==> src/rtl/sdr_pkg.sv <==
// ----------------------------------------------------------------------------
// sdr_pkg : shared types and constants for the signed divide/remainder unit
// Field widths, operation and status codes, and the per-item tag that rides
// along the divider pipeline.
// ----------------------------------------------------------------------------
`default_nettype none

package sdr_pkg;

    // Fixed field widths at the ports
    localparam int FIELD_W      = 64;
    localparam int STATUS_W     = 2;
    localparam int DATA_WIDTH_D = 64;   // default operand width

    // Operation select
    typedef enum logic {
        CMD_QUO = 1'b0,
        CMD_REM = 1'b1
    } t_cmd;

    // Result status
    typedef enum logic [STATUS_W-1:0] {
        ST_OK       = 2'd0,
        ST_DIV_ZERO = 2'd1,
        ST_OVERFLOW = 2'd2
    } t_status;

    // Tag carried alongside the operands through every stage
    typedef struct packed {
        t_cmd    cmd;
        logic    neg_q;     // quotient must be negated
        logic    neg_r;     // remainder must be negated
        t_status status;
    } t_meta;

endpackage : sdr_pkg

`default_nettype wire

==> src/rtl/sdr_prep.sv <==
// ----------------------------------------------------------------------------
// sdr_prep : operand conditioning stage
// Trims operands to DATA_WIDTH bits, flags divide-by-zero and overflow,
// records result signs and hands unsigned magnitudes to the cell chain.
// ----------------------------------------------------------------------------
`default_nettype none

module sdr_prep #(
    parameter int DATA_WIDTH = sdr_pkg::DATA_WIDTH_D
) (
    input  wire                          i_clk,
    input  wire                          i_rst_n,
    input  wire                          i_ce,
    input  wire                          i_valid,
    input  wire sdr_pkg::t_cmd           i_cmd,
    input  wire [sdr_pkg::FIELD_W-1:0]   i_dividend,
    input  wire [sdr_pkg::FIELD_W-1:0]   i_divisor,
    output logic                         o_valid,
    output sdr_pkg::t_meta               o_meta,
    output logic [DATA_WIDTH-1:0]        o_rem,
    output logic [DATA_WIDTH-1:0]        o_dvd,
    output logic [DATA_WIDTH-1:0]        o_dsr
);
    import sdr_pkg::*;

    localparam logic [DATA_WIDTH-1:0] MOST_NEG  = {1'b1, {(DATA_WIDTH-1){1'b0}}};
    localparam logic [DATA_WIDTH-1:0] MINUS_ONE = {DATA_WIDTH{1'b1}};

    logic [DATA_WIDTH-1:0] a, b, ma, mb;
    logic                  neg_a, neg_b;
    t_meta                 n_meta;

    logic                  r_valid;
    t_meta                 r_meta;
    logic [DATA_WIDTH-1:0] r_dvd, r_dsr;

    always_comb begin
        a     = i_dividend[DATA_WIDTH-1:0];
        b     = i_divisor[DATA_WIDTH-1:0];
        neg_a = a[DATA_WIDTH-1];
        neg_b = b[DATA_WIDTH-1];
        ma    = neg_a ? (~a + 1'b1) : a;
        mb    = neg_b ? (~b + 1'b1) : b;
        n_meta.cmd   = i_cmd;
        n_meta.neg_q = neg_a ^ neg_b;
        n_meta.neg_r = neg_a;
        if (b == '0) begin
            n_meta.status = ST_DIV_ZERO;
        end else if (b == MINUS_ONE && a == MOST_NEG) begin
            n_meta.status = ST_OVERFLOW;
        end else begin
            n_meta.status = ST_OK;
        end
    end

    always_ff @(posedge i_clk) begin
        if (!i_rst_n) begin
            r_valid <= 1'b0;
        end else if (i_ce) begin
            r_valid <= i_valid;
        end
    end

    always_ff @(posedge i_clk) begin
        if (i_ce) begin
            r_meta <= n_meta;
            r_dvd  <= ma;
            r_dsr  <= mb;
        end
    end

    assign o_valid = r_valid;
    assign o_meta  = r_meta;
    assign o_rem   = '0;
    assign o_dvd   = r_dvd;
    assign o_dsr   = r_dsr;

endmodule : sdr_prep

`default_nettype wire

==> config.mk <==
export PLATFORM = sky130hd
export DESIGN_NAME = sdr_prep
export DESIGN_NICKNAME = d
export VERILOG_FILES = /design/src/rtl/sdr_pkg.sv /design/src/rtl/sdr_prep.sv
export SDC_FILE = /design/constraint.sdc
export NUM_CORES = 1
export LEC_CHECK = 0
export ABC_AREA = 1
export BUFFER_PORTS_ARGS = -buffer_cell sky130_fd_sc_hd__buf_2
export CORE_AREA = 2 2 134 136
export DETAILED_ROUTE_END_ITERATION = 8
export DIE_AREA = 0 0 136 138
export MAX_ROUTING_LAYER = met4
export PLACE_DENSITY_LB_ADDON = 0.05
export SYNTH_ARGS = -nofsm -noshare
export SYNTH_HDL_FRONTEND = slang
export SYNTH_SLANG_ARGS = --single-unit
==> constraint.sdc <==
create_clock -name i_clk -period 2.9 [get_ports i_clk]
set_clock_uncertainty 0.05 [all_clocks]
set_input_delay 0.435 -clock i_clk [delete_from_list [all_inputs] [get_ports i_clk]]
set_output_delay 0.435 -clock i_clk [all_outputs]
set_load 0.05 [all_outputs]
==> flow_summary.toml <==
[worst_hold_path]
hold_class = "in2reg"

[routing]
vias = 8887
viasPerCell = 5.16
ant_nets = 0
firstDrtPassIters = 5
drt_wl_total_um = 28700
drtIter0Drc = 535
wl_per_cell_um = 16.7
drc = 0

[timing]
hold_viol = 0
finalCritPeriodShare_pct = 57.2
worst_slack_ns = 1.24
rsz0062_at_grt = "no"
final-max-slew-violation-count = 0
fmax_ghz = 0.602
fin_tns_setup_ns = 0
period_minus_slack_ns = 1.66
setup_viol = 0

[cells_and_area]
drive_above_1_share_pct = 25.2
syn_to_final_growth_pct = 21.7
final_common_cell = "nand2_1"
diodes = 0
multiInputGateArea_um2 = 4620
register_area_um2 = 4010
fill_cells = 1623
nets = 1615
final_cell_mix = "349 x nand2_1, 265 x buf_2, 197 x nor2_1"
finalInstanceArea_um2 = 11400
final_util_pct = 64.9

[place]
io_buffers = 266
globalplace.congestion = 1.01
place_ws_ns = 0.819
place_area_um2 = 10800
dpl.hpwl_um = 23100

[setup_path]
startpoint_type = "input pin"
crit_fanout = 5
crit_chain = "buf_2 > inv_1 > ha_1 > nand2_1 > nor2_4 > nand2_2 > nor2_2 > nand2_1 > nand2_2 > nand2_1 > nand2_1 > nand2_1"
required_ns = 3.04
crit_path_top_delay_cell = "ha_1"
critPathMaxStageDelay_ns = 0.19
end_kind = "register"
crit_top_cell = "nand2_1"
cp_data_arrival_time_ns = 1.80
path_class = "in2reg"

[logic_synthesis]
synth_cells = 1202
syn_area_per_cell_um2 = 7.78
ys_seq_elements = 134
yosys_warnings = 0
syn-cell-area_um2 = 9350
synthTopCellsByArea = "edfxtp_1 43%, nand2_1 14%, nor2_1 7.9%"
ys_types = 35
synth_top_area_cell = "edfxtp_1"
synth-seq-area-share_pct = 42.9
netlist.area_leader.share_pct = 42.7

[die]
initial_core_util_pct = 53.3
die_area_um2 = 18800
num_rows = 49
coreArea_um2 = 17500
ios = 331
die_h_um = 138
die_w_um = 136

[run_status]
status = "complete, no violations"

[global_routing]
antenna_found_initial = 0
grt_use_total_pct = 31.1
grt_pass1_vias = 8459
overflow = 0
grt_pass1_wl_um = 43500
grt_max_degree = 63

[clock_network]
cts_setup_buffers = 0
htreeDepth = 4
cts_max_path_buffers = 2
insertion_delay_ns = 0.42
clockRootBuffer = "clkbuf_16"
postCtsResizedCells = 0
cts_tree = "done"
clock-sinks = 134
clk_pin_slew_ns = 0.06
numCtsBuffers = 17
hold_buffers = 0

[power]
power_leakage_nw = 5.13
p_per_area_nw_per_um2 = 570
vdd_drop_max_mv = 0.429

[run]
drv_cap = 0
## kinds of logic (layout without fill, tap and decap cells)
logic type,after synthesis,after routing,synth area share (%)
buffers and inverters,185,412,10.3
other,1,64,0.0401
XOR/XNOR,70,70,6.55
AND/OR/NAND/NOR,760,760,36.1
AO/OA/AOI/OAI,49,49,3.75
adder cells (fa/ha/maj),3,3,0.401
flip-flops,134,134,42.9
## layer usage
layer | up-vias | global-route usage, % | part of all wire [%]
met1 | 4071 | 36.5 | 39
met2 | 408 | 52.8 | 50
met4 | 0 | 15.1 | 4.3
met5 | - | - | 0
met3 | 67 | 3.63 | 6.1
li1 | 4341 | - | -
## report_power, final
group          internal (mW)  switching, mW  leakage [nW]
logic                  0.360           1.37          3.52
clock network           1.45          0.890         0.302
registers               2.36         0.0558          1.31
## through the flow
stage          std cells  total power, mW  hold slack, ns
6_report            1721             6.48           0.146
5_1_grt             1721             6.68           0.138
3_3_place_gp        1689             4.17           0.474
4_1_cts             1721             6.50           0.136
3_5_place_dp        1689             4.18           0.488
2_1_floorplan       1265             3.74           0.478
## Yosys cell counts, drive strengths merged
cell / n
nand3: 106
edfxtp: 133
a31oi: 1
nor2: 226
inv: 106
dfxtp: 1
conb: 1
nand4: 33
nor3: 15
nand2: 369
and2: 1
and3: 1
o21ai: 42
nand3b: 9
buf: 74
clkbuf: 5
xnor2: 32
ha: 3
a21o: 1
a21oi: 5
xor2: 38
## final timing paths
path,endpoint,startpoint,cells past startpoint,slack [ns]
worst max-delay path,o_dvd[40],i_dividend[0],12,1.24
worst min-delay path,o_meta[4],i_cmd,1,0.15
worst max register to register,o_valid,o_valid,2,2.20
worst min register to register,o_valid,o_valid,2,0.51
## critical path, delay by kind of cell
family / cells / cell delay [ns]
and+or+nand+nor: 9 / 0.99
adders and majority gates: 1 / 0.19
buffers and inverters: 2 / 0.18
## registers in the layout (all words and copies together), names as in the netlist
register and cells:
o_valid 1, o_meta 5, o_dvd 64, o_dsr 64
## final cells by class
cell class | count | share of cell area, %
repair buffers | 274 | 12.7
inverters | 106 | 3.49
flip-flops and latches | 134 | 35.3
well taps | 229 | 2.52
multi-input cells | 946 | 40.5
clock buffers | 17 | 3.74
clock inverters | 15 | 1.77
Note: power is estimated with default switching activity, not from simulation.
