--- src/rtl/sdr_pkg.sv ---
// ----------------------------------------------------------------------------
// sdr_pkg : shared types and constants for the signed divide/remainder unit
// Field widths, operation and status codes, and the per-item tag that rides
// along the divider pipeline.
// ----------------------------------------------------------------------------
`default_nettype none

package sdr_pkg;

    // Fixed field widths at the ports
    localparam int FIELD_W      = 64;
    localparam int STATUS_W     = 2;
    localparam int DATA_WIDTH_D = 64;   // default operand width

    // Operation select
    typedef enum logic {
        CMD_QUO = 1'b0,
        CMD_REM = 1'b1
    } t_cmd;

    // Result status
    typedef enum logic [STATUS_W-1:0] {
        ST_OK       = 2'd0,
        ST_DIV_ZERO = 2'd1,
        ST_OVERFLOW = 2'd2
    } t_status;

    // Tag carried alongside the operands through every stage
    typedef struct packed {
        t_cmd    cmd;
        logic    neg_q;     // quotient must be negated
        logic    neg_r;     // remainder must be negated
        t_status status;
    } t_meta;

endpackage : sdr_pkg

`default_nettype wire

--- src/rtl/sdr_post.sv ---
// ----------------------------------------------------------------------------
// sdr_post : sign fix-up and output register
// Picks quotient or remainder, restores the sign, forces zero on error
// status and holds the result until the downstream side takes it.
// ----------------------------------------------------------------------------
`default_nettype none

module sdr_post #(
    parameter int DATA_WIDTH = sdr_pkg::DATA_WIDTH_D
) (
    input  wire                          i_clk,
    input  wire                          i_rst_n,
    input  wire                          i_ce,
    input  wire                          i_valid,
    input  wire sdr_pkg::t_meta          i_meta,
    input  wire [DATA_WIDTH-1:0]         i_rem,
    input  wire [DATA_WIDTH-1:0]         i_quo,
    output logic                         o_valid,
    output sdr_pkg::t_status             o_status,
    output logic [sdr_pkg::FIELD_W-1:0]  o_value
);
    import sdr_pkg::*;

    logic [DATA_WIDTH-1:0] mag, sres;
    logic                  neg;
    logic [FIELD_W-1:0]    n_value;

    logic                  r_valid;
    t_status               r_status;
    logic [FIELD_W-1:0]    r_value;

    always_comb begin
        if (i_meta.cmd == CMD_REM) begin
            mag = i_rem;
            neg = i_meta.neg_r;
        end else begin
            mag = i_quo;
            neg = i_meta.neg_q;
        end
        sres    = neg ? (~mag + 1'b1) : mag;
        n_value = (i_meta.status == ST_OK) ? FIELD_W'($signed(sres)) : '0;
    end

    always_ff @(posedge i_clk) begin
        if (!i_rst_n) begin
            r_valid <= 1'b0;
        end else if (i_ce) begin
            r_valid <= i_valid;
        end
    end

    always_ff @(posedge i_clk) begin
        if (i_ce) begin
            r_status <= i_meta.status;
            r_value  <= n_value;
        end
    end

    assign o_valid  = r_valid;
    assign o_status = r_status;
    assign o_value  = r_value;

endmodule : sdr_post

`default_nettype wire

--- config.mk ---
export PLATFORM = sky130hd
export DESIGN_NAME = sdr_post
export DESIGN_NICKNAME = d
export VERILOG_FILES = /design/src/rtl/sdr_pkg.sv /design/src/rtl/sdr_post.sv
export SDC_FILE = /design/constraint.sdc
export NUM_CORES = 1
export LEC_CHECK = 0
export BUFFER_PORTS_ARGS = -buffer_cell sky130_fd_sc_hd__buf_4
export CORE_ASPECT_RATIO = 2
export CORE_MARGIN = 1
export CORE_UTILIZATION = 55
export DETAILED_ROUTE_END_ITERATION = 10
export HOLD_SLACK_MARGIN = 0.08
export PLACE_DENSITY = 0.94
export SKIP_LAST_GASP = 1
export SYNTH_ARGS = -nofsm -noshare
export SYNTH_HDL_FRONTEND = slang
export SYNTH_SLANG_ARGS = --single-unit
--- constraint.sdc ---
create_clock -name i_clk -period 9.5 [get_ports i_clk]
set_input_delay 1.425 -clock i_clk [delete_from_list [all_inputs] [get_ports i_clk]]
set_output_delay 1.425 -clock i_clk [all_outputs]
set_load 0.02 [all_outputs]
==> results_dict.tcl, run 1 <==
set metrics [dict create \
    drv_slew 0 \
    crit_required_ns 9.68 \
    synthArstFlopShare_pct 0 \
    fin_crit_sh_pct 56.3 \
    fp.dieW_um 74.0 \
    synth_ff_type "edfxtp_1" \
    ir_drop_v 0.000107 \
    p_leak_nw 3.00 \
    path_clk_slew_ns 0.06 \
    area_growth_pct 32.7 \
    hpwl_mm 14.6 \
    antenna_found_initial 0 \
    wl_per_cell_um 20.9 \
    syn_inst 617 \
    rows 52 \
    ys_seq_area_share_pct 35.1 \
    slew_headroom_pct 30.3 \
    rsz0062_at_grt "false" \
    max_freq_ghz 0.187 \
    cts_tree "built" \
    grt_max_degree 94 \
    synth_area_per_cell_um2 9.23 \
    start_util_pct 56.5 \
    crit_type "in -> reg" \
    post-cts-setup-buffers 0 \
    maxCapViolations 0 \
    tightest_slew_ns 1.05 \
    synth_top_area_share_pct 34.8 \
    dpl_worst_slack_ns 3.87 \
    drtIter0Drc 608 \
    synth_common_cells "edfxtp_1, mux2i_1, nor2_1" \
    firstDrtPassIters 6 \
    grt_pass1_vias 6008 \
    yosys_warnings 0 \
    io_pins 204 \
    h-tree-depth 3 \
    synth_cell_types 66 \
    yosys-top-cells-area "edfxtp_1, mux2i_1, xor2_1" \
    layout-drive-gt1-share_pct 32.5 \
    synthesis.area_um2 5700 \
    antenna_cells 0 \
    startpoint_type "input pin" \
    hold_viol_final 0 \
    timing.final.ws_setup_ns 4.15 \
    port_buffers 203 \
    ys_seq_elements 67 \
    power_density_nw_per_um2 128 \
    routabilityCongestion 0.948 \
    period_minus_slack_ns 5.35 \
    crit_fanout 93 \
    grt_pass1_wl_mm 29.5 \
    p_total_uw 970 \
    die_h_um 146 \
    track_usage_pct 36.0 \
    nets 932 \
    drc_errors 0 \
    syn_nets 755 \
    yosysMostFrequentCell "edfxtp_1" \
    holdWs_ns 0.532 \
    arrival_ns 5.53 \
    clock-sinks 67 \
    end_kind "register" \
    setup_viol_count_final 0 \
    hold_buffers 0 \
    cts_buffer_depth 2 \
    ant_nets 0 \
    cts_root_buf "clkbuf_16" \
    clock_latency_ns 0.34 \
    vias_per_cell 6.57 \
    status "finished clean" \
    synth_edf_count 66 \
    num_vias 6138 \
    setup_tns_ns 0 \
    drt-total-wl_mm 19.5 \
    ctsResizeCount 0 \
    die-area_um2 10800 \
    fin_skew_ns 0 \
    core-area_um2 10100 \
    hold_class "reg -> reg" \
    overflow 0 \
    cts_inserted_buffers 9 \
    synth_area_leader_cell "edfxtp_1" \
]
## critical path, stage by stage
cell,delay (ns)
buf_6,0.45
buf_4,0.90
or4b_1,0.56
a221o_1,0.44
or4_4,0.56
or4_4,0.58
or3_1,0.36
o211ai_1,0.18
## kinds of logic (layout without fill, tap and decap cells)
group                      count (synthesis)  in the layout  synth area share (%)
xor gates and xnor gates                  37             37                  5.69
muxes                                     75             75                  13.4
DFF                                       67             67                  35.1
adders and majority gates                  1              1                 0.220
AOI/OAI and AO/OA                        121            121                  14.6
and+or+nand+nor                          274            274                  27.9
buffers and inverters                     42            224                  3.08
## power by group
| group | switching, mW | internal [mW] |
|---|---|---|
| clock network | 0.125 | 0.202 |
| logic | 0.156 | 0.124 |
| registers | 0.00941 | 0.354 |
## area by class of cell
cell class	instances	area, um2
sequential	67	2000
timing repair buffer	207	1560
clock inverter	5	55.1
clock buffer	11	233
multi-input combinational	508	3540
tap	135	169
fill	711	2530
inverter	1	3.75
## state kept, by name (all words and copies together), names as in the netlist
signal and cells:
o_status 2, o_value 64, o_valid 1
## final timing paths
path,startpoint,depth (start not counted),end,slack [ns]
setup / recovery,i_meta[4],8,o_value[63]$_SDFFCE_PP0P_,4.15
setup reg to reg,o_valid$_SDFFE_PN0P_,2,o_valid$_SDFFE_PN0P_,8.90
hold reg to reg,o_valid$_SDFFE_PN0P_,2,o_valid$_SDFFE_PN0P_,0.53
hold / removal,o_valid$_SDFFE_PN0P_,2,o_valid$_SDFFE_PN0P_,0.53
## layout by cell type, fill, tap and decap left out, types with 3 or more instances in the layout
cell | synthesis | layout
a21o_1 | 4 | 4
a21oi_1 | 22 | 22
a222oi_1 | 6 | 6
a22oi_1 | 7 | 7
a31oi_1 | 17 | 17
a41oi_1 | 5 | 5
and2_1 | 7 | 7
and3_1 | 5 | 5
buf_4 | 0 | 206
clkbuf_16 | 0 | 9
edfxtp_1 | 66 | 66
mux2_2 | 10 | 10
mux2i_1 | 65 | 64
nand2_1 | 27 | 27
nand2b_1 | 5 | 5
nand3_1 | 13 | 13
nand4_1 | 4 | 4
nor2_1 | 63 | 63
nor3_1 | 41 | 41
nor3b_1 | 27 | 27
nor4_1 | 10 | 9
nor4b_1 | 4 | 4
o211ai_1 | 4 | 4
o21a_1 | 3 | 3
o21ai_0 | 15 | 15
o22ai_1 | 11 | 11
o31ai_1 | 5 | 5
o32ai_1 | 3 | 3
o41ai_1 | 3 | 3
or2_2 | 4 | 4
or3_1 | 26 | 26
or3b_2 | 16 | 16
or4_1 | 3 | 3
or4_4 | 3 | 3
or4b_2 | 3 | 3
xnor2_1 | 7 | 7
xor2_1 | 30 | 30
## per-layer routing
layer,global-route usage [%],wire [um],vias to the layer above
met5,0,0,-
met4,25.5,1350,0
met3,5.89,1410,107
met2,63.2,10400,419
met1,36.8,6400,2847
li1,-,-,2765
## stage by stage
stage | util [%] | instance area [um2] | cells
final | 74.9 | 7560 | 934
after global placement | 72.1 | 7270 | 918
after global routing | 74.9 | 7560 | 934
after detailed placement | 72.1 | 7270 | 918
after floorplan | - | 5700 | 617
after CTS | 74.9 | 7560 | 934
(Power assumes the default switching activity.)
==> run 2: changes to the inputs <==
Settings changed: CORE_UTILIZATION 55 to 51, PLACE_DENSITY 0.94 to 0.89.
Clock period 9.5 ns to 5 ns, I/O delays scaled along.
==> results_dict.tcl, run 2 (same netlist as run 1, synthesis figures left out) <==
set metrics [dict create \
    antenna_cells 0 \
    ant_nets 0 \
    period_minus_slack_ns 4.19 \
    antenna_found_initial 0 \
    min_path_cells 2 \
    drv_slew 0 \
    startpoint_type "input pin" \
    tightest_slew_ns 1.01 \
    setup_viol_count_final 0 \
    multi_input_area_um2 3540 \
    fin_skew_ns 0 \
    rsz0062_at_grt "false" \
    reg2reg_depth 2 \
    core-area_um2 10900 \
    track_usage_pct 34.5 \
    maxCapViolations 0 \
    h-tree-depth 3 \
    drt-total-wl_mm 20.4 \
    post-cts-setup-buffers 0 \
    ctsResizeCount 0 \
    drc_errors 0 \
    area_growth_pct 33.1 \
    cts_tree "built" \
    crit_required_ns 5.18 \
    vias_per_cell 6.54 \
    crit_chain "buf_6 > mux2i_1 > ha_1 > or4b_2 > a21oi_1 > and2_1 > nand4_1 > o31ai_1 > mux2i_1" \
    grt_pass1_wl_mm 31.0 \
    die_h_um 151 \
    slew_headroom_pct 32.5 \
    cp_common_cell "mux2i_1" \
    grt_max_degree 93 \
    firstDrtPassIters 6 \
    status "finished clean" \
    port_buffers 203 \
    grt_pass1_vias 6054 \
    cts_inserted_buffers 9 \
    hold_class "reg -> reg" \
    power_density_nw_per_um2 245 \
    cts_buffer_depth 2 \
    hpwl_mm 15.3 \
    holdWs_ns 0.537 \
    arrival_ns 4.37 \
    routabilityCongestion 0.951 \
    overflow 0 \
    start_util_pct 52.4 \
    p_leak_nw 3.02 \
    rows 54 \
    fin_crit_sh_pct 83.8 \
    fp.dieW_um 76.7 \
    largest_reg_flops 64 \
    register_area_um2 2000 \
    wl_per_cell_um 21.7 \
    nets 933 \
    die-area_um2 11600 \
    ir_drop_v 0.000219 \
    timing.final.ws_setup_ns 0.812 \
    num_vias 6144 \
    dpl_worst_slack_ns 0.613 \
    path_clk_slew_ns 0.06 \
    max_freq_ghz 0.239 \
    slowest_delay_ns 0.66 \
    end_kind "register" \
    mostFrequentLayoutCell "buf_4" \
    cts_root_buf "clkbuf_16" \
    critPathSlowestCell "and2_1" \
    crit_type "in -> reg" \
    nFillCells 831 \
    io_pins 204 \
    hold_viol_final 0 \
    layout-drive-gt1-share_pct 32.8 \
    setup_tns_ns 0 \
    drtIter0Drc 566 \
    clock_latency_ns 0.34 \
    clock-sinks 67 \
    crit_fanout 92 \
    mostFrequentLayoutCells "buf_4, edfxtp_1, mux2i_1" \
    hold_buffers 0 \
    fin_util_pct 69.7 \
]
[run 2: area by class of cell]
class / count / area share, %
Clock inverter: 6 / 0.759
Tap cell: 140 / 2.31
Clock buffer: 10 / 3.02
Timing Repair Buffer: 208 / 20.8
Inverter: 1 / 0.0495
Sequential cell: 67 / 26.4
Multi-Input combinational cell: 508 / 46.7
[run 2: worst paths after layout]
kind                        start                         to  slack, ns
min          o_valid$_SDFFE_PN0P_       o_valid$_SDFFE_PN0P_       0.54
max reg2reg  o_valid$_SDFFE_PN0P_       o_valid$_SDFFE_PN0P_       4.40
min reg2reg  o_valid$_SDFFE_PN0P_       o_valid$_SDFFE_PN0P_       0.54
max                     i_meta[4]  o_value[50]$_SDFFCE_PP0P_       0.81
[run 2: stage by stage]
step / area [um2] / instances / power (mW)
after global placement: 7300 / 924 / 1.21
after floorplan: 5700 / 617 / 0.977
after detailed placement: 7300 / 924 / 1.23
final: 7580 / 940 / 1.86
after CTS: 7580 / 940 / 1.85
after global routing: 7580 / 940 / 1.91
[run 2: layer usage]
| metal | vias to the layer above | share of wire, % | track usage [%] |
|---|---|---|---|
| met4 | 0 | 6.9 | 24.3 |
| li1 | 2757 | - | - |
| met3 | 105 | 6.5 | 5.03 |
| met1 | 2866 | 33 | 35.9 |
| met2 | 416 | 54 | 63.1 |
| met5 | - | 0 | 0 |
[run 2: where the power goes]
part	internal (mW)	total [mW]	switching, mW
sequential	0.673	0.692	0.0187
clock	0.383	0.630	0.248
combinational	0.236	0.535	0.299
total	1.29	1.86	0.565
[run 2: worst max-delay path: cells and delay by family]
kind | cells | cell delay (ns)
simple gates | 3 | 1.58
mux | 2 | 0.62
compound gates | 2 | 0.60
buf+inv | 1 | 0.52
fa+ha+maj | 1 | 0.25
==> run 3: changes to the inputs <==
Settings changed: ABC_AREA from default to 1, CORE_UTILIZATION 51 to 52.
Clock period 5 ns to 4.39 ns, I/O delays scaled along.
==> results_dict.tcl, run 3 <==
set metrics [dict create \
    ctsResizeCount 0 \
    syn_nets 1172 \
    ant_nets 0 \
    synth_common_cells "nand2_1, nor2_1, inv_1" \
    startpoint "i_meta[4]" \
    fin_util_pct 69.5 \
    yosys_warnings 0 \
    area_growth_pct 29.7 \
    syn_inst 1034 \
    r2r_slack_ns 3.71 \
    power_density_nw_per_um2 278 \
    die-area_um2 12200 \
    synth_cell_types 34 \
    slew_headroom_pct 38.5 \
    synth_area_leader_cell "edfxtp_1" \
    drtIter0Drc 518 \
    synth_edf_count 66 \
    period_minus_slack_ns 3.20 \
    startpoint_type "input pin" \
    synth_top_family_by_area "simple AND/OR/NAND/NOR gates" \
    nets 1355 \
    final_area_um2 7940 \
    r2r_end "o_valid$_SDFFE_PN0P_" \
    rsz0062_at_grt "false" \
    hold_viol_final 0 \
    cts_buffer_depth 2 \
    ys_seq_area_share_pct 32.7 \
    clock_latency_ns 0.33 \
    largest_reg_flops 64 \
    cts_inserted_buffers 9 \
    antenna_cells 0 \
    grt_pass1_wl_mm 34.9 \
    drc_errors 0 \
    mostFrequentLayoutCells "nand2_1, buf_4, nor2_1" \
    synthArstFlopShare_pct 0 \
    routabilityCongestion 0.972 \
    grt_max_degree 69 \
    rows 55 \
    cts_root_buf "clkbuf_16" \
    track_usage_pct 38.9 \
    post-cts-setup-buffers 0 \
    synthXorXnorAreaFrac_pct 0 \
    clock-sinks 67 \
    synth-compound-area-share_pct 10.3 \
    ys_seq_elements 67 \
    dpl_cell_area_um2 7650 \
    drt-total-wl_mm 23.8 \
    cts_tree "built" \
    arrival_ns 3.29 \
    max_freq_ghz 0.313 \
    hold_buffers 0 \
    synth_ff_type "edfxtp_1" \
    antenna_found_initial 0 \
    tightest_slew_ns 0.922 \
    synth_area_per_cell_um2 5.93 \
    grt_pass1_vias 7036 \
    path_clk_slew_ns 0.06 \
    crit_required_ns 4.48 \
    vias_per_cell 5.38 \
    fin_crit_sh_pct 72.8 \
    synth_simple_gate_area_share_pct 45.6 \
    firstDrtPassIters 6 \
    rr_startpoint "o_valid$_SDFFE_PN0P_" \
    p_leak_nw 3.89 \
    synth_top_area_share_pct 32.3 \
    num_vias 7329 \
    endpoint "o_value[26]$_SDFFCE_PP0P_" \
    start_util_pct 53.6 \
    synthMuxAreaShare_pct 0.163 \
    die_h_um 156 \
    yosys-top-cells-area "edfxtp_1, nand2_1, nor2_1" \
    io_pins 204 \
    h-tree-depth 3 \
    end_kind "register" \
    fp.dieW_um 78.8 \
    fin_skew_ns 0 \
    yosysMostFrequentCell "nand2_1" \
    mostFrequentLayoutCell "nand2_1" \
    hpwl_mm 18.9 \
    ir_drop_v 0.000216 \
    drv_slew 0 \
    crit_fanout 66 \
    setup_viol_count_final 0 \
    setup_tns_ns 0 \
    overflow 0 \
    synthesis.area_um2 6130 \
    maxCapViolations 0 \
    status "finished clean" \
    synthAdderAreaFrac_pct 0.204 \
    layout-drive-gt1-share_pct 21.9 \
    wl_per_cell_um 17.4 \
    core-area_um2 11400 \
    crit_type "in -> reg" \
    hold_class "in -> reg" \
    port_buffers 203 \
    reg2reg_depth 2 \
]
==> run 3: cell count changes after synthesis, sizes merged, moves of 18 or more <==
cell and change:
nand2 +393, nor2 +136, inv +114, mux2i -64, o21ai +60, nand3 +34
nor3 -30, xor2 -30, or3 -26, nor3b -25, clkbuf -24, a21oi +22
buf +18
==> run 3: worst min-delay path by stage <==
stage                       endpoint                 start  slack [ns]  depth (start not counted)
3_5_place_dp    o_valid$_SDFFE_PN0P_  o_valid$_SDFFE_PN0P_        0.54                          2
5_1_grt        o_status[0]$_DFFE_PP_             i_meta[0]        0.53                          1
2_1_floorplan   o_valid$_SDFFE_PN0P_  o_valid$_SDFFE_PN0P_        0.61                          2
6_report       o_status[0]$_DFFE_PP_             i_meta[0]        0.53                          1
3_3_place_gp    o_valid$_SDFFE_PN0P_  o_valid$_SDFFE_PN0P_        0.53                          2
4_1_cts        o_status[0]$_DFFE_PP_             i_meta[0]        0.53                          1
==> run 3: stage by stage <==
step	total power [mW]	hold WS, ns	std cells	setup WS (ns)
final	2.21	0.530	1363	1.19
after global routing	2.28	0.527	1363	0.980
after CTS	2.19	0.526	1363	1.35
after detailed placement	1.47	0.544	1348	1.00
after global placement	1.46	0.526	1348	1.05
after floorplan	1.17	0.606	1034	1.99
==> run 3: logic make-up (layout without fill, tap and decap cells) <==
kind of cell,after synthesis,after routing
AO/OA/AOI/OAI,123,123
adder cells (fa/ha/maj),1,1
buffers and inverters,154,341
flip-flops,67,67
multiplexers,1,1
AND/OR/NAND/NOR,688,688
==> run 3: worst max-delay path, stage by stage <==
cell     delay (ns)
buf_4          0.26
inv_4          0.52
nand2_1        0.16
nand2_2        0.12
ha_1           0.19
nand3_1        0.21
nor2_2         0.22
nand3_1        0.11
nand2_2        0.26
nand2_1        0.12
nand2_1        0.07
nor3b_2        0.38
==> run 3: final cells by class <==
type,count,area [um2]
Clock inverter,6,67.6
Clock buffer,9,225
Inverter,119,449
Sequential cell,67,2000
Multi-Input combinational cell,813,3470
Fill cell,1071,3480
Timing Repair Buffer,207,1550
Tap cell,142,178
==> run 3: routing by layer <==
| metal | wire [um] | global-route usage [%] | vias to the layer above |
|---|---|---|---|
| li1 | - | - | 3605 |
| met1 | 7210 | 33.5 | 3214 |
| met2 | 12700 | 72.5 | 390 |
| met3 | 1330 | 5.22 | 120 |
| met4 | 2540 | 38.9 | 0 |
| met5 | 0 | 0 | - |
==> run 3: report_power, final <==
group / switching (mW) / internal [mW] / total, mW
Sequential: 0.0207 / 0.764 / 0.784
Combinational: 0.436 / 0.247 / 0.683
Clock: 0.301 / 0.438 / 0.738
Total: 0.758 / 1.45 / 2.21
