==> src/rtl/sdr_pkg.sv <==
// ----------------------------------------------------------------------------
// sdr_pkg : shared types and constants for the signed divide/remainder unit
// Field widths, operation and status codes, and the per-item tag that rides
// along the divider pipeline.
// ----------------------------------------------------------------------------
`default_nettype none

package sdr_pkg;

    // Fixed field widths at the ports
    localparam int FIELD_W      = 64;
    localparam int STATUS_W     = 2;
    localparam int DATA_WIDTH_D = 64;   // default operand width

    // Operation select
    typedef enum logic {
        CMD_QUO = 1'b0,
        CMD_REM = 1'b1
    } t_cmd;

    // Result status
    typedef enum logic [STATUS_W-1:0] {
        ST_OK       = 2'd0,
        ST_DIV_ZERO = 2'd1,
        ST_OVERFLOW = 2'd2
    } t_status;

    // Tag carried alongside the operands through every stage
    typedef struct packed {
        t_cmd    cmd;
        logic    neg_q;     // quotient must be negated
        logic    neg_r;     // remainder must be negated
        t_status status;
    } t_meta;

endpackage : sdr_pkg

`default_nettype wire

==> src/rtl/sdr_cell.sv <==
// ----------------------------------------------------------------------------
// sdr_cell : one restoring-division step
// Shifts the next dividend bit into the partial remainder, trial-subtracts
// the divisor and shifts the quotient bit into the dividend register.
// ----------------------------------------------------------------------------
`default_nettype none

module sdr_cell #(
    parameter int DATA_WIDTH = sdr_pkg::DATA_WIDTH_D
) (
    input  wire                    i_clk,
    input  wire                    i_rst_n,
    input  wire                    i_ce,
    input  wire                    i_valid,
    input  wire sdr_pkg::t_meta    i_meta,
    input  wire [DATA_WIDTH-1:0]   i_rem,
    input  wire [DATA_WIDTH-1:0]   i_dvd,
    input  wire [DATA_WIDTH-1:0]   i_dsr,
    output logic                   o_valid,
    output sdr_pkg::t_meta         o_meta,
    output logic [DATA_WIDTH-1:0]  o_rem,
    output logic [DATA_WIDTH-1:0]  o_dvd,
    output logic [DATA_WIDTH-1:0]  o_dsr
);
    import sdr_pkg::*;

    logic [DATA_WIDTH:0]   trial, diff;
    logic                  qbit;
    logic [DATA_WIDTH-1:0] n_rem, n_dvd;

    logic                  r_valid;
    t_meta                 r_meta;
    logic [DATA_WIDTH-1:0] r_rem, r_dvd, r_dsr;

    always_comb begin
        trial = {i_rem, i_dvd[DATA_WIDTH-1]};
        diff  = trial - {1'b0, i_dsr};
        qbit  = ~diff[DATA_WIDTH];               // no borrow: divisor fits
        n_rem = qbit ? diff[DATA_WIDTH-1:0] : trial[DATA_WIDTH-1:0];
        n_dvd = {i_dvd[DATA_WIDTH-2:0], qbit};
    end

    always_ff @(posedge i_clk) begin
        if (!i_rst_n) begin
            r_valid <= 1'b0;
        end else if (i_ce) begin
            r_valid <= i_valid;
        end
    end

    always_ff @(posedge i_clk) begin
        if (i_ce) begin
            r_meta <= i_meta;
            r_rem  <= n_rem;
            r_dvd  <= n_dvd;
            r_dsr  <= i_dsr;
        end
    end

    assign o_valid = r_valid;
    assign o_meta  = r_meta;
    assign o_rem   = r_rem;
    assign o_dvd   = r_dvd;
    assign o_dsr   = r_dsr;

endmodule : sdr_cell

`default_nettype wire

==> config.mk <==
export PLATFORM = sky130hd
export DESIGN_NAME = sdr_cell
export DESIGN_NICKNAME = d
export VERILOG_FILES = /design/src/rtl/sdr_pkg.sv /design/src/rtl/sdr_cell.sv
export SDC_FILE = /design/constraint.sdc
export NUM_CORES = 1
export LEC_CHECK = 0
export BUFFER_PORTS_ARGS = -buffer_cell sky130_fd_sc_hd__buf_4
export CAP_MARGIN = 25
export CORE_ASPECT_RATIO = 1.75
export CORE_MARGIN = 2
export CORE_UTILIZATION = 36
export CTS_BUF_LIST = sky130_fd_sc_hd__clkbuf_16
export DETAILED_ROUTE_END_ITERATION = 6
export GPL_ROUTABILITY_DRIVEN = 1
export PLACE_DENSITY = 0.6
export SLEW_MARGIN = 15
export SYNTH_ARGS = -nofsm -noshare
export SYNTH_HDL_FRONTEND = slang
export SYNTH_SLANG_ARGS = --single-unit
==> constraint.sdc <==
create_clock -name i_clk -period 6.8 [get_ports i_clk]
set_clock_uncertainty 0.2 [all_clocks]
set_input_delay 0.68 -clock i_clk [delete_from_list [all_inputs] [get_ports i_clk]]
set_output_delay 0.68 -clock i_clk [all_outputs]
set_load 0.05 [all_outputs]
==> results.yml, run 1 <==
outcome:
  run_status: "finished clean"
final_layout:
  area_growth_pct: 35.5
  nets: 1591
  regArea_um2: 5940
  fill_cells: 2824
  postLayoutCoreUtil_pct: 49.6
  drive_above_1_share_pct: 33.4
  multi_input_area_um2: 4600
  final_area_um2: 15000
  diodes: 0
setup_path:
  path_class: "in2reg"
  slowest_delay_ns: 0.65
  r2r-start: "o_valid"
  arrival_ns: 4.44
  path_max_fanout: 60
  reg2reg_slack_ns: 6.00
  reg2reg_depth: 2
  r2r-end: "o_valid"
  crit_required_ns: 6.80
  worstPathCellList: "buf_4 -> inv_1 -> ha_1 -> nand4_1 -> or4_1 -> or3_1 -> o32a_1 -> a21oi_2 -> o21ai_1 -> and2_4 -> o211a_4 -> inv_6 -> mux2_1"
  critPathLaunchType: "primary input"
  crit_slowest_cell: "or4_1"
  setup.worst_path.end_class: "flop"
timing:
  setup_viol: 0
  tightest_slew_ns: 1.11
  setup_ws_ns: 2.36
  period_share_pct: 65.3
  fmax_mhz: 225
  setup-tns-final_ns: 0
  finalHoldViolCount: 0
  slew_violations: 0
  max-slew-margin-rel_pct: 25.9
  fin_crit_ns: 4.44
  rsz0062_at_grt: "no"
  fin_hold_ws_ns: 0.198
yosys:
  seq_area_frac_synth_pct: 53.8
  synth_most_common_cell: "edfxtp_1"
  synth_area_leaders: "edfxtp_1 54%, ha_1 7.3%, mux2_1 5.5%, a21oi_1 3.4%, inv_1 2.9%"
  synth_common_cells: "197 x edfxtp_1, 85 x inv_1, 76 x a21oi_1"
  synth-async-reset-ratio_pct: 0
  syn_nets: 1205
  synth.distinct_cells: 75
  synth-edff-count: 197
  ys_ff_latch: 198
  synth_top_cell_by_area: "edfxtp_1"
  syn_inst: 939
  synth_top_area_share_pct: 53.6
  ys_warn_count: 0
  synth_area_per_cell_um2: 11.8
  syn_area_um2: 11000
  synthFlopType: "edfxtp_1"
die:
  die-area_um2: 32100
  die_height_um: 236
  die-width_um: 136
  placementRows: 84
  top_level_ports: 399
  fp.coreArea_um2: 30200
  initial_core_util_pct: 36.6
route:
  drc: 0
  ant_nets: 0
  vias: 8715
  drt_iter0_drc: 343
  drt-wirelength-per-cell_um: 19.4
  drt-total-wl_mm: 33.4
  avgViaCountPerCell: 5.05
  drt-pass1-iter-count: 4
clock_tree:
  clk_pin_slew_ns: 0.08
  cts_buffers: 17
  cts_tree: "done"
  root_buffer: "clkbuf_16"
  cts_resized: 0
  cts_hold_buf: 0
  cts.sinks: 198
  clock_path_buffers: 2
  htree_levels: 4
  cts_setup_buffers: 0
  insertion_delay_ns: 0.45
place:
  place_ws_ns: 1.87
  post-dp-hpwl_mm: 26.8
  portBuffers: 398
  gp_congestion: 0.868
  place_area_um2: 14400
worst_hold_path:
  holdPathEnd: "o_dvd[60]"
  hp-class: "in2reg"
  hp-start: "i_dvd[59]"
  min_path_cells: 1
pwr:
  pwr_density_cell_nw_per_um2: 264
  irDropWorstVdd_mv: 0.188
  p_leak_nw: 6.55
global_routing:
  first_global_vias: 9343
  antenna_found_initial: 0
  grt_pass1_wl_mm: 50.8
  overflow: 0
  grt_max_degree: 139
  grt_use_total_pct: 20.9
job:
  cap_violations: 0
## flip-flops by register name (all words and copies together) (netlist names)
register and count:
o_dsr 64, o_dvd 64, o_valid 1, o_rem 64, o_meta 5
## metrics by stage
step | power, W | cells
2_1_floorplan | 0.00249 | 939
3_3_place_gp | 0.00293 | 1693
3_5_place_dp | 0.00295 | 1693
4_1_cts | 0.00400 | 1725
5_1_grt | 0.00413 | 1725
6_report | 0.00395 | 1725
## worst max-delay path by stage
stage / from / end / slack (ns)
2_1_floorplan: i_dsr[27] / o_rem[53] / 2.84
3_3_place_gp: i_dsr[27] / o_rem[24] / 2.03
3_5_place_dp: i_dsr[27] / o_rem[32] / 1.87
4_1_cts: i_dsr[27] / o_rem[32] / 2.37
5_1_grt: i_dsr[27] / o_rem[34] / 2.17
6_report: i_dsr[27] / o_rem[32] / 2.36
## logic make-up after synthesis
logic type | synth area share (%)
xor gates and xnor gates | 4.52
DFF | 53.8
and+or+nand+nor | 8.87
AOI/OAI and AO/OA | 14.3
buffers and inverters | 4.52
adders and majority gates | 7.44
muxes | 6.52
## cell type report
class,count,area share [%]
Sequential cell,198,39.7
Multi-Input combinational cell,622,30.8
Timing Repair Buffer,400,20.1
Tap cell,387,3.24
Clock buffer,17,2.85
Inverter,86,2.19
Clock inverter,15,1.11
## worst max-delay path, delay by kind of cell
kind | cells | cell delay [ns]
compound gates | 4 | 0.84
fa+ha+maj | 1 | 0.50
buf+inv | 3 | 0.61
mux | 1 | 0.39
simple gates | 4 | 1.38
## placed cells by master (no fill, tap or decap), types with 6 or more instances in the layout
master,count
a21o_1,32
xnor2_1,34
o21ai_1,15
ha_1,64
nor2_1,40
a31oi_1,7
nand2_1,62
inv_1,85
edfxtp_1,197
nand4_1,20
xor2_1,23
a21oi_1,76
a211oi_1,6
o21bai_1,15
nand2b_1,9
buf_4,399
o21ai_0,23
mux2_1,54
o21a_1,8
mux2i_1,7
and3_1,7
clkbuf_16,17
nor3_1,9
inv_8,6
nand3_1,10
nor2b_1,11
## per-layer routing
layer  share of wire, %  GRT usage, %  routed length, um
met1                 33          19.6              11000
met2                 57          41.1              19000
met3                6.6          5.45               2210
met4                3.6          9.19               1210
met5                  0             0                  0
## power breakdown
group | switching (W) | internal (W) | leakage [nW]
registers | 0.0000368 | 0.00151 | 1.94
logic | 0.000896 | 0.000468 | 4.33
clock network | 0.000536 | 0.000501 | 0.286
No activity file was read; power rests on OpenSTA's default activity.
==> run 2, diff against run 1 <==
--- a/config.mk
+++ b/config.mk
@@ -13,7 +13,7 @@
 export CTS_BUF_LIST = sky130_fd_sc_hd__clkbuf_16
 export DETAILED_ROUTE_END_ITERATION = 6
 export GPL_ROUTABILITY_DRIVEN = 1
-export PLACE_DENSITY = 0.6
+export PLACE_DENSITY = 0.62
 export SLEW_MARGIN = 15
 export SYNTH_ARGS = -nofsm -noshare
 export SYNTH_HDL_FRONTEND = slang
==> constraint.sdc (replaced) <==
create_clock -name i_clk -period 3.9 [get_ports i_clk]
set_clock_uncertainty 0.2 [all_clocks]
set_input_delay 0.39 -clock i_clk [delete_from_list [all_inputs] [get_ports i_clk]]
set_output_delay 0.39 -clock i_clk [all_outputs]
set_load 0.05 [all_outputs]
==> run 2 against run 1 <==
  * Utilization rose by 8.4 points
  * Total power grew 84%
  * Clock power up 73%
  * Non-clock buffer count up 235
==> results.yml, run 2 (same netlist as run 1, synthesis figures left out) <==
outcome:
  run_status: "finished clean"
place:
  dpl.cell_count: 1759
  post-dp-hpwl_mm: 28.0
  portBuffers: 398
  gp_congestion: 0.910
  place_ws_ns: -0.101
clock_tree:
  root_buffer: "clkbuf_16"
  cts.sinks: 198
  clk_pin_slew_ns: 0.07
  cts_buffers: 17
  cts_tree: "done"
  htree_levels: 4
  clock_path_buffers: 2
  insertion_delay_ns: 0.45
pwr:
  p_leak_nw: 7.68
  irDropWorstVdd_mv: 0.326
  pwr_density_cell_nw_per_um2: 415
setup_path:
  path_max_fanout: 4
  crit_slowest_cell: "dlygate4sd3_1"
  critPathMostFrequentCell: "buf_4"
  slowest_delay_ns: 0.54
  path_class: "in2reg"
  cp_num_buf_inv: 6
  crit_required_ns: 3.90
  setup.worst_path.end_class: "flop"
  arrival_ns: 3.83
  crit_family: "buffers and inverters"
  critPathLaunchType: "primary input"
  worstPathCellList: "dlygate4sd3_1 -> buf_4 -> inv_2 -> ha_4 -> and3_4 -> a22oi_2 -> buf_4 -> o2bb2ai_2 -> or4_4 -> a311o_1 -> a211oi_2 -> buf_4 -> buf_4 -> xnor2_1 -> mux2_4"
timing:
  max-slew-margin-rel_pct: 50.1
  fmax_mhz: 261
  rsz0062_at_grt: "no"
  setup_ws_ns: 0.0752
  setup_viol: 0
  slew_violations: 0
  tightest_slew_ns: 0.749
  period_share_pct: 98.1
  fin_crit_ns: 3.82
  finalHoldViolCount: 0
route:
  drt-pass1-iter-count: 5
  drt-wirelength-per-cell_um: 18.7
  vias: 9820
  avgViaCountPerCell: 5.01
  ant_nets: 0
  drc: 0
  drt-total-wl_mm: 36.6
  drt_iter0_drc: 332
final_layout:
  drive_above_1_share_pct: 35.9
  area_growth_pct: 58.4
  mostFrequentLayoutCell: "buf_4"
  diodes: 0
  stdcell_count: 1960
  final_cell_mix: "468 x buf_4, 197 x edfxtp_1, 157 x dlygate4sd3_1"
  fill_cells: 2583
  nets: 1826
die:
  top_level_ports: 399
  initial_core_util_pct: 36.6
  placementRows: 84
  die-area_um2: 32100
  fp.coreArea_um2: 30200
  die-width_um: 136
  die_height_um: 236
global_routing:
  overflow: 0
  grt_pass1_wl_mm: 54.0
  grt_max_degree: 97
  first_global_vias: 10300
  antenna_found_initial: 0
  grt_use_total_pct: 22.2
job:
  cap_violations: 0
worst_hold_path:
  hp-class: "in2reg"
[run 2: cell types whose count changed in the layout (fill, tap and decap cells not counted), sizes merged]
cell,before,now
clkinv,1,7
clkinvlp,2,1
inv,98,93
buf,400,476
clkbuf,17,18
dlymetal6s4s,0,1
dlygate4sd3,0,157
[run 2: area by class of cell]
| class | count | area, um2 | area share (%) |
|---|---|---|---|
| inverters | 86 | 335 | 1.92 |
| flip-flops and latches | 198 | 5940 | 34.0 |
| repair buffers | 635 | 5270 | 30.2 |
| well taps | 387 | 484 | 2.77 |
| clock buffers | 17 | 425 | 2.43 |
| multi-input cells | 622 | 4850 | 27.7 |
| clock inverters | 15 | 178 | 1.02 |
[run 2: what timing repair did]
item / in CTS / in global routing
setup endpoints to repair: 0 / 58
resized for setup: 0 / 53
hold endpoints to repair: 157 / 0
hold buffers: 158 / 0
buffers inserted: 0 / 11
[run 2: routing by layer]
layer	part of all wire (%)	wire (um)	GRT usage [%]
met2	57	20900	44.3
met5	0	0	0
met3	5.5	2020	4.84
met1	33	11900	19.9
met4	4.8	1750	11.4
[run 2: worst paths after layout]
| path | startpoint | end | slack [ns] | cells after the start |
|---|---|---|---|---|
| min reg2reg | o_valid | o_valid | 0.87 | 3 |
| max | i_dsr[10] | o_rem[47] | 0.08 | 15 |
| max reg2reg | o_valid | o_valid | 2.56 | 3 |
| min | i_rem[19] | o_rem[20] | 0.03 | 2 |
[run 2: power by group]
part | leakage, nW | internal (W) | total (W) | switching, W
clock network | 0.291 | 0.000870 | 0.00180 | 0.000933
registers | 1.94 | 0.00263 | 0.00271 | 0.0000742
logic | 5.45 | 0.00109 | 0.00275 | 0.00166
[run 2: stage by stage]
stage | power (W) | utilization, % | hold WS, ns | instance area, um2 | setup TNS, ns
2_1_floorplan | 0.00434 | - | 0.289 | 11000 | 0
3_3_place_gp | 0.00524 | 49.4 | 0.308 | 14900 | -2.42
3_5_place_dp | 0.00526 | 49.4 | 0.321 | 14900 | -4.03
4_1_cts | 0.00723 | 56.7 | 0.000358 | 17100 | 0
5_1_grt | 0.00757 | 57.9 | 0.00997 | 17500 | 0
6_report | 0.00726 | 57.9 | 0.0308 | 17500 | 0
==> run 3, diff against run 2 <==
--- a/config.mk
+++ b/config.mk
@@ -5,6 +5,7 @@
 export SDC_FILE = /design/constraint.sdc
 export NUM_CORES = 1
 export LEC_CHECK = 0
+export ABC_AREA = 1
 export BUFFER_PORTS_ARGS = -buffer_cell sky130_fd_sc_hd__buf_4
 export CAP_MARGIN = 25
 export CORE_ASPECT_RATIO = 1.75
@@ -13,7 +14,8 @@
 export CTS_BUF_LIST = sky130_fd_sc_hd__clkbuf_16
 export DETAILED_ROUTE_END_ITERATION = 6
 export GPL_ROUTABILITY_DRIVEN = 1
-export PLACE_DENSITY = 0.62
+export MAX_ROUTING_LAYER = met4
+export PLACE_DENSITY = 0.61
 export SLEW_MARGIN = 15
 export SYNTH_ARGS = -nofsm -noshare
 export SYNTH_HDL_FRONTEND = slang
==> run 3 against run 2 <==
  * Fmax increased by 13%
  * Sequential power is essentially flat
  * Synthesized cell count increased by 92%
  * Via count grew 35%
  * Count of clock-buffer cells in the layout is the same
  * Hold slack got worse by 0.012 ns
  * Non-clock buffer count is 45 lower
  * Utilization fell by 4.8 points
  * Highest routed layer unchanged
==> results.yml, run 3 <==
die:
  die_height_um: 257
  fp.coreArea_um2: 36000
  die-area_um2: 38200
  placementRows: 92
  die-width_um: 149
  top_level_ports: 399
  initial_core_util_pct: 36.6
worst_hold_path:
  hp-class: "in2reg"
route:
  vias: 13300
  ant_nets: 0
  drc: 0
  drt-total-wl_mm: 54.9
  avgViaCountPerCell: 4.60
  drt-wirelength-per-cell_um: 19.1
  drt-pass1-iter-count: 5
  drt_iter0_drc: 744
timing:
  fin_crit_ns: 3.40
  rsz0062_at_grt: "no"
  setup_viol: 0
  max-slew-margin-rel_pct: 54.3
  setup-tns-final_ns: 0
  slew_violations: 0
  finalHoldViolCount: 0
  fmax_mhz: 294
  tightest_slew_ns: 0.685
  period_share_pct: 87.1
clock_tree:
  cts_tree: "done"
  cts.sinks: 198
  cts_setup_buffers: 0
  clock_path_buffers: 2
  clk_pin_slew_ns: 0.09
  cts_resized: 0
  cts_hold_buf: 179
  insertion_delay_ns: 0.46
  root_buffer: "clkbuf_16"
  cts_buffers: 17
  htree_levels: 4
outcome:
  run_status: "finished clean"
final_layout:
  nets: 2667
  area_growth_pct: 45.3
  regArea_um2: 5940
  drive_above_1_share_pct: 20.2
  multi_input_area_um2: 5620
  mostFrequentLayoutCell: "nand2_1"
  diodes: 0
  fill_cells: 3441
  final_cell_mix: "788 x nand2_1, 408 x buf_4, 389 x inv_1"
  postLayoutCoreUtil_pct: 53.1
global_routing:
  grt_max_degree: 81
  grt_use_total_pct: 29.2
  antenna_found_initial: 0
  grt_pass1_wl_mm: 79.3
  overflow: 0
  first_global_vias: 13400
yosys:
  syn_nets: 2071
  synth_top_cell_by_area: "edfxtp_1"
  synth_common_cells: "788 x nand2_1, 389 x inv_1, 197 x edfxtp_1"
  synth_most_common_cell: "nand2_1"
  synth-async-reset-ratio_pct: 0
  synthFlopType: "edfxtp_1"
  syn_area_um2: 13200
  ys_ff_latch: 198
  synth_area_per_cell_um2: 7.30
  synth_top_area_share_pct: 44.9
  synth.distinct_cells: 32
  synth_area_leaders: "edfxtp_1 45%, nand2_1 22%, inv_1 11%, ha_1 6.1%, nor2_1 2.9%"
  syn_inst: 1805
  synth-edff-count: 197
  seq_area_frac_synth_pct: 45.1
  ys_warn_count: 0
setup_path:
  setup.worst_path.end_class: "flop"
  crit_required_ns: 4.03
  path_max_fanout: 34
  critPathLaunchType: "primary input"
  arrival_ns: 3.52
  path_class: "in2reg"
pwr:
  pwr_density_cell_nw_per_um2: 382
  irDropWorstVdd_mv: 0.291
  p_leak_nw: 10.3
  power.total_w: 0.00731
job:
  cap_violations: 0
place:
  post-dp-hpwl_mm: 45.1
  gp_congestion: 0.970
  portBuffers: 398
## run 3: final timing paths
kind                                start        end  slack, ns  cells after the start
worst max-delay path            i_dvd[63]  o_rem[46]       0.50                     21
worst min-delay path            i_rem[32]  o_rem[33]       0.02                      3
worst max register to register    o_valid    o_valid       2.47                      3
worst min register to register    o_valid    o_valid       0.94                      3
## run 3: cell type report
type	instances	area share [%]
Sequential cell	198	31.0
Multi-Input combinational cell	1200	29.4
Timing Repair Buffer	590	25.6
Inverter	394	7.72
Tap cell	470	3.07
Clock buffer	17	2.22
Clock inverter	15	0.993
## run 3: cell families (layout without fill, tap and decap cells)
family / Yosys count / after routing / share of synthesized area [%]
DFF: 198 / 198 / 45.1
and+or+nand+nor: 1037 / 1037 / 31.7
xor gates and xnor gates: 31 / 31 / 2.06
AOI/OAI and AO/OA: 67 / 67 / 2.70
adders and majority gates: 65 / 65 / 6.23
buffers and inverters: 407 / 1016 / 12.3
## run 3: power breakdown
group	switching (W)	internal (W)	leakage, nW
clock	0.000980	0.000887	0.301
combinational	0.00187	0.000879	8.03
sequential	0.0000810	0.00261	1.93
## run 3: worst max-delay path: stages
cell and delay (ns):
dlygate4sd3_1 0.54, buf_4 0.11, inv_1 0.03, ha_1 0.24, fa_1 0.46, inv_1 0.11, nand2_1 0.06, nand2_1 0.07
nand3_1 0.08, nand2_2 0.13, nand2_1 0.08, nand2_2 0.10, nand2_1 0.07, nand2_2 0.16, nand2_2 0.10, nand2_2 0.09
nand2_2 0.07, nand2_4 0.05, buf_4 0.36, nand2_1 0.10, nand2_1 0.08
## run 3: per-layer routing
layer / vias to the layer above / part of all wire, % / track usage (%) / wire, um
met5: - / 0 / - / 0
li1: 6706 / - / - / -
met1: 5989 / 31 / 24.9 / 17200
met2: 458 / 58 / 59.0 / 32000
met4: 0 / 6.2 / 16.3 / 3390
met3: 118 / 4.2 / 3.49 / 2330
## run 3: per-stage QoR
step | instances | hold WS (ns) | setup WS (ns) | instance area (um2)
floorplan | 1805 | 0.283 | 1.24 | 13200
detailed placement | 2673 | 0.370 | 0.587 | 16700
global route | 2884 | 0.0152 | 0.332 | 19100
CTS | 2884 | 0.00171 | 0.507 | 19100
finish | 2884 | 0.0183 | 0.502 | 19100
global placement | 2673 | 0.368 | 0.661 | 16700
